<file path="src/design/wos_pkg.sv">
// ----------------------------------------------------------------------------
// wos_pkg
// Shared types, codes and saturation helpers of the wheel odometry sample FIFO.
// ----------------------------------------------------------------------------
package wos_pkg;

   // Default number of FIFO slots; one slot always stays empty
   localparam int FIFO_DEPTH_DEF = 16;

   // Operation codes carried in the request tuser
   localparam logic [1:0] OP_SAMPLE = 2'd0;
   localparam logic [1:0] OP_POP    = 2'd1;
   localparam logic [1:0] OP_CLEAR  = 2'd2;

   // Configuration register indexes
   localparam int         CSR_IDX_W       = 2;
   localparam logic [1:0] CSR_SCALE_LEFT  = 2'd0;
   localparam logic [1:0] CSR_SCALE_RIGHT = 2'd1;
   localparam logic [1:0] CSR_SAMPLE_RATE = 2'd2;

   // Register reset values and limits
   localparam logic signed [31:0] SCALE_RESET = 32'sd107374;
   localparam logic [19:0]        RATE_RESET  = 20'd250;
   localparam logic [19:0]        RATE_MAX    = 20'd999999;

   // Shared multiplier operand and product widths
   localparam int MUL_A_W = 33;
   localparam int MUL_B_W = 32;
   localparam int PROD_W  = MUL_A_W + MUL_B_W;

   typedef struct packed {
      logic [19:0]        sample_rate;
      logic signed [31:0] scale_right;
      logic signed [31:0] scale_left;
   } cfg_type;

   // Classified command, left tick already negated
   typedef struct packed {
      logic [1:0]         op;
      logic signed [15:0] right_tick;
      logic signed [15:0] left_tick;
   } cmd_type;

   typedef struct packed {
      logic    valid;
      cmd_type cmd;
   } queue_type;

   // One FIFO entry, 128 bits
   typedef struct packed {
      logic signed [31:0] mean_speed;
      logic signed [31:0] delta_right;
      logic signed [31:0] delta_left;
      logic signed [15:0] right_tick;
      logic signed [15:0] left_tick;
   } entry_type;

   // Result payload, first field in the lowest bits, padded to whole bytes
   typedef struct packed {
      logic [2:0]         pad;
      logic [3:0]         backlog;
      logic signed [47:0] odom_right;
      logic signed [47:0] odom_left;
      logic signed [31:0] right_speed;
      logic signed [31:0] left_speed;
      logic signed [31:0] mean_speed;
      logic signed [31:0] delta_right;
      logic signed [31:0] delta_left;
      logic signed [15:0] right_tick;
      logic signed [15:0] left_tick;
      logic               ok;
   } rsp_type;

   // Clamp a product-wide value to 32 bits signed
   function automatic logic signed [31:0] sat32(input logic signed [PROD_W-1:0] x);
      logic [PROD_W-32:0] hi;
      hi = x[PROD_W-1:31];
      if ((&hi) || !(|hi)) return x[31:0];
      if (x[PROD_W-1]) return 32'sh8000_0000;
      return 32'sh7FFF_FFFF;
   endfunction

   // Clamp a 49-bit sum to 48 bits signed
   function automatic logic signed [47:0] sat48(input logic signed [48:0] x);
      if (x[48] == x[47]) return x[47:0];
      if (x[48]) return 48'sh8000_0000_0000;
      return 48'sh7FFF_FFFF_FFFF;
   endfunction

endpackage

</file>
<file path="src/design/wos_front.sv">
// ----------------------------------------------------------------------------
// wos_front
// Accepts request items and register writes, classifies each item and
// holds it in a two-slot queue for the execution side.
// ----------------------------------------------------------------------------
module wos_front (
   input  logic                           clock,
   input  logic                           reset,
   input  logic                           req_tvalid,
   output logic                           req_tready,
   input  logic [31:0]                    req_tdata,  // left_count, right_count
   input  logic [1:0]                     req_tuser,  // operation
   input  logic                           csr_valid,
   output logic                           csr_ready,
   input  logic [wos_pkg::CSR_IDX_W-1:0]  csr_index,
   input  logic [31:0]                    csr_data,
   output wos_pkg::cfg_type               cfg,
   output wos_pkg::queue_type             q_head,
   input  logic                           q_pop
);
   import wos_pkg::*;

   localparam logic [1:0] QUEUE_SLOTS = 2'd2;

   cmd_type    slot_ff [2];
   logic       wr_sel_ff;
   logic       rd_sel_ff;
   logic [1:0] cnt_ff;
   cfg_type    cfg_ff;
   cmd_type    cmd_in;
   logic       push;
   logic [19:0] rate_wr;

   assign req_tready = (cnt_ff != QUEUE_SLOTS);
   assign push       = req_tvalid && req_tready;
   assign csr_ready  = 1'b1;
   assign rate_wr    = csr_data[19:0];

   // Classify: negate left count with 16-bit wrap
   always_comb begin
      cmd_in.op         = req_tuser;
      cmd_in.left_tick  = 16'(-$signed(req_tdata[15:0]));
      cmd_in.right_tick = req_tdata[31:16];
   end

   assign q_head.valid = (cnt_ff != 2'd0);
   assign q_head.cmd   = slot_ff[rd_sel_ff];
   assign cfg          = cfg_ff;

   // Queue bookkeeping and register file
   always_ff @(posedge clock) begin
      if (reset) begin
         wr_sel_ff          <= 1'b0;
         rd_sel_ff          <= 1'b0;
         cnt_ff             <= 2'd0;
         cfg_ff.scale_left  <= SCALE_RESET;
         cfg_ff.scale_right <= SCALE_RESET;
         cfg_ff.sample_rate <= RATE_RESET;
      end else begin
         if (push) begin
            slot_ff[wr_sel_ff] <= cmd_in;
            wr_sel_ff          <= ~wr_sel_ff;
         end
         if (q_pop) begin
            rd_sel_ff <= ~rd_sel_ff;
         end
         case ({push, q_pop})
            2'b10:   cnt_ff <= cnt_ff + 2'd1;
            2'b01:   cnt_ff <= cnt_ff - 2'd1;
            default: cnt_ff <= cnt_ff;
         endcase
         // Drop zero scales and out-of-range rates
         if (csr_valid) begin
            unique case (csr_index)
               CSR_SCALE_LEFT: begin
                  if (csr_data != 32'd0) cfg_ff.scale_left <= csr_data;
               end
               CSR_SCALE_RIGHT: begin
                  if (csr_data != 32'd0) cfg_ff.scale_right <= csr_data;
               end
               CSR_SAMPLE_RATE: begin
                  if (rate_wr != 20'd0 && rate_wr <= RATE_MAX) cfg_ff.sample_rate <= rate_wr;
               end
               default: ;
            endcase
         end
      end
   end

endmodule

</file>
<file path="config.mk">
export PLATFORM = sky130hd
export DESIGN_NAME = wos_front
export DESIGN_NICKNAME = d
export VERILOG_FILES = /design/src/design/wos_pkg.sv /design/src/design/wos_front.sv
export SDC_FILE = /design/constraint.sdc
export NUM_CORES = 1
export LEC_CHECK = 0
export BUFFER_PORTS_ARGS = -buffer_cell sky130_fd_sc_hd__buf_2
export CAP_MARGIN = 0
export CORE_MARGIN = 5
export CORE_UTILIZATION = 45
export DETAILED_ROUTE_END_ITERATION = 12
export GPL_ROUTABILITY_DRIVEN = 0
export HOLD_SLACK_MARGIN = 0.03
export PLACE_DENSITY = 0.7
export SLEW_MARGIN = 20
export SYNTH_ARGS = -nofsm -noshare
export SYNTH_HDL_FRONTEND = slang
export SYNTH_SLANG_ARGS = --single-unit
</file>
<file path="constraint.sdc">
create_clock -name clock -period 7.1 [get_ports clock]
set_input_delay 0.355 -clock clock [delete_from_list [all_inputs] [get_ports clock]]
set_output_delay 0.355 -clock clock [all_outputs]
set_load 0.02 [all_outputs]
</file>
==> impl_metrics.csv <==
group,metric,value,unit
timing,period_share,29.0,%
setup_path,crit_chain,"buf_4 > mux2_2 > buf_2",
routing,via_count,4430,
setup_path,startpoint_type,"flip-flop",
synthesis,yosys.cell_types.count,36,
hold_path,hold_class,"in2reg",
routing,wl_per_cell,16.5,um
run_status,status,"complete, no violations",
synthesis,yosysMostFrequentCell,"dfxtp_1",
setup_path,arrival,1710,ps
routing,antenna_left,0,
final_layout,nFillCells,1171,
die,core-area,0.0137,mm^2
timing,worst_slew_pin_slew,830,ps
clock_tree,numClockSinks,157,
timing,fmax,485,MHz
clock_tree,cts_tree,"built",
timing,timing.hold.ws,132,ps
placement,io_buffer_count,192,
flow_run,maxCapViolCount,0,
routing,first_pass_iters,4,
synthesis,synth.top_cell.area_share,32.9,%
final_layout,drive_gt1_share,38.3,%
placement,hpwl,10500,um
synthesis,yosys.area.top_type,"edfxtp_1",
synthesis,synth_edf_count,68,
timing,clock_skew,5.25,ps
die,start_util,45.2,%
setup_path,crit_family,"buffers and inverters",
setup_path,cp_num_buf_inv,2,
synthesis,synth_area,0.00620,mm^2
final_layout,final_nets,770,
die,floorplan.die_area,0.0162,mm^2
synthesis,syn_avg_cell_area,12.2,um^2
clock_tree,ctsHtreeMaxLevel,4,
synthesis,syn_inst,509,
timing,fin_crit,2060,ps
setup_path,slowest_stage,"buf_4",
synthesis,synth_area_leaders,"edfxtp_1 33%, dfxtp_1 29%, mux2i_1 7.7%",
setup_path,crit_fanout,34,
setup_path,slowest_delay,400,ps
die,die_h,127,um
routing,drc,0,
global_route,antenna_found_initial,0,
timing,setup-violations-final,0,
timing,final-hold-violation-count,0,
clock_tree,cts_buffers,17,
clock_tree,root_buffer,"clkbuf_16",
power,leakagePower,0.00335,uW
global_route,grt_pass1_vias,4524,
timing,slew_headroom,44.3,%
timing,finalSetupTns,0,ps
final_layout,multi_input_area,0.00222,mm^2
power,power.density,269,mW/mm^2
synthesis,ys_ff_latch,157,
final_layout,n_antenna_cell,0,
setup_path,end_kind,"primary output",
final_layout,regArea,0.00382,mm^2
clock_tree,cts_setup_buffers,0,
routing,drt_iter0_drc,200,
die,rows,43,
global_route,grt_usage,18.2,%
die,die_x,127,um
final_layout,syn2layout_area_growth,26.5,%
synthesis,ys.flop_type,"dfxtp_1",
routing,routed_via_density,4.99,
global_route,grt-ovfl-total,0,
global_route,grt_start_max_net_pins,92,
synthesis,synthArstFlopShare,0,%
clock_tree,cts_hold_buf,0,
synthesis,synth-seq-area-share,61.7,%
clock_tree,cts.clk_slew.worst_paths,60,ps
synthesis,yosysWarnings,0,
setup_path,required,6740,ps
timing,rsz0062_at_grt,"false",
clock_tree,ctsResizeCount,0,
routing,finalWirelength,14700,um
die,floorplan.io_pins,194,
clock_tree,clk_path_buf_depth,2,
power,ir_drop,0.148,mV
global_route,grt_first_pass_wirelength,23200,um
setup_path,path_class,"reg2out",
synthesis,synth_commonest_cells,"89 x dfxtp_1, 70 x nor2_1, 68 x edfxtp_1",
timing,drv_slew,0,
synthesis,syn_nets,584,
clock_tree,clk_latency,410,ps
## logic make-up (layout without fill, tap and decap cells)
logic type               Yosys count  after routing  share of synthesized area (%)
multiplexers                      82             82                           13.9
AND/OR/NAND/NOR                  175            175                           14.7
XOR/XNOR                          17             17                           2.40
adder cells (fa/ha/maj)            2              2                          0.403
buffers and inverters             33            232                           2.78
AO/OA/AOI/OAI                     42             42                           4.08
other                              1              1                         0.0605
flip-flops                       157            157                           61.7
## layer usage
metal,vias up,track usage [%],wire [um]
met5,-,0,0
met4,0,6.12,217
met3,20,7.44,1370
met2,164,28.9,7000
met1,2072,22.6,6080
li1,2174,-,-
## state kept, by name, summed over array words and instances (netlist names), named ones only
register   cells
cfg           84
cnt_ff         2
wr_sel_ff      1
rd_sel_ff      1
slot_ff       68
## worst paths after layout
path	startpoint	to	slack, ps	depth (start not counted)
max	flip-flop	q_head[20]	5040	3
min	req_tdata[26]	slot_ff[0][26]	130	1
max reg2reg	cnt_ff[0]	slot_ff[1][25]	5440	4
min reg2reg	cfg[77]	cfg[77]	470	2
## area by class of cell
| cell class | count | share of cell area (%) |
|---|---|---|
| tap | 180 | 2.87 |
| multi-input combinational | 319 | 28.2 |
| inverter | 2 | 0.0957 |
| sequential | 157 | 48.7 |
| clock inverter | 9 | 0.702 |
| timing repair buffer | 198 | 12.9 |
| clock buffer | 23 | 6.52 |
## through the flow
step	area (um^2)	util (%)	instances	setup slack (ps)	power (uW)
CTS	7850	57.2	888	5000	2140
global placement	7280	53.1	856	4760	1280
global route	7850	57.2	888	4940	2200
floorplan	6200	-	509	3300	1190
detailed placement	7280	53.1	856	4680	1290
finish	7850	57.2	888	5040	2110
## placed cells by master (no fill, tap or decap), types with 2 or more instances in the layout
cell type,netlist,final
a21oi_1,21,21
nand2b_1,31,31
nor2_1,70,70
ha_1,2,2
or3_1,4,4
xor2_1,5,5
and2b_1,2,2
clkinvlp_4,0,3
buf_2,6,191
nor4_1,9,9
o21ai_0,17,17
inv_1,2,2
inv_4,0,2
clkbuf_8,0,2
buf_4,3,7
nand3b_1,17,17
nand2_1,4,4
mux2i_1,48,48
nor3_2,2,3
clkbuf_16,0,19
dfxtp_1,89,89
xnor2_1,12,12
edfxtp_1,68,68
nor3_1,27,26
clkinv_2,0,4
o31ai_4,2,2
mux2_2,34,34
## power breakdown
group | internal [uW] | switching [uW] | total (uW) | leakage (uW)
combinational | 98.4 | 158 | 257 | 0.00172
sequential | 992 | 17.2 | 1010 | 0.00135
clock | 506 | 341 | 847 | 0.000279
total | 1600 | 516 | 2110 | 0.00335
Power figures use the tool's default switching activity.
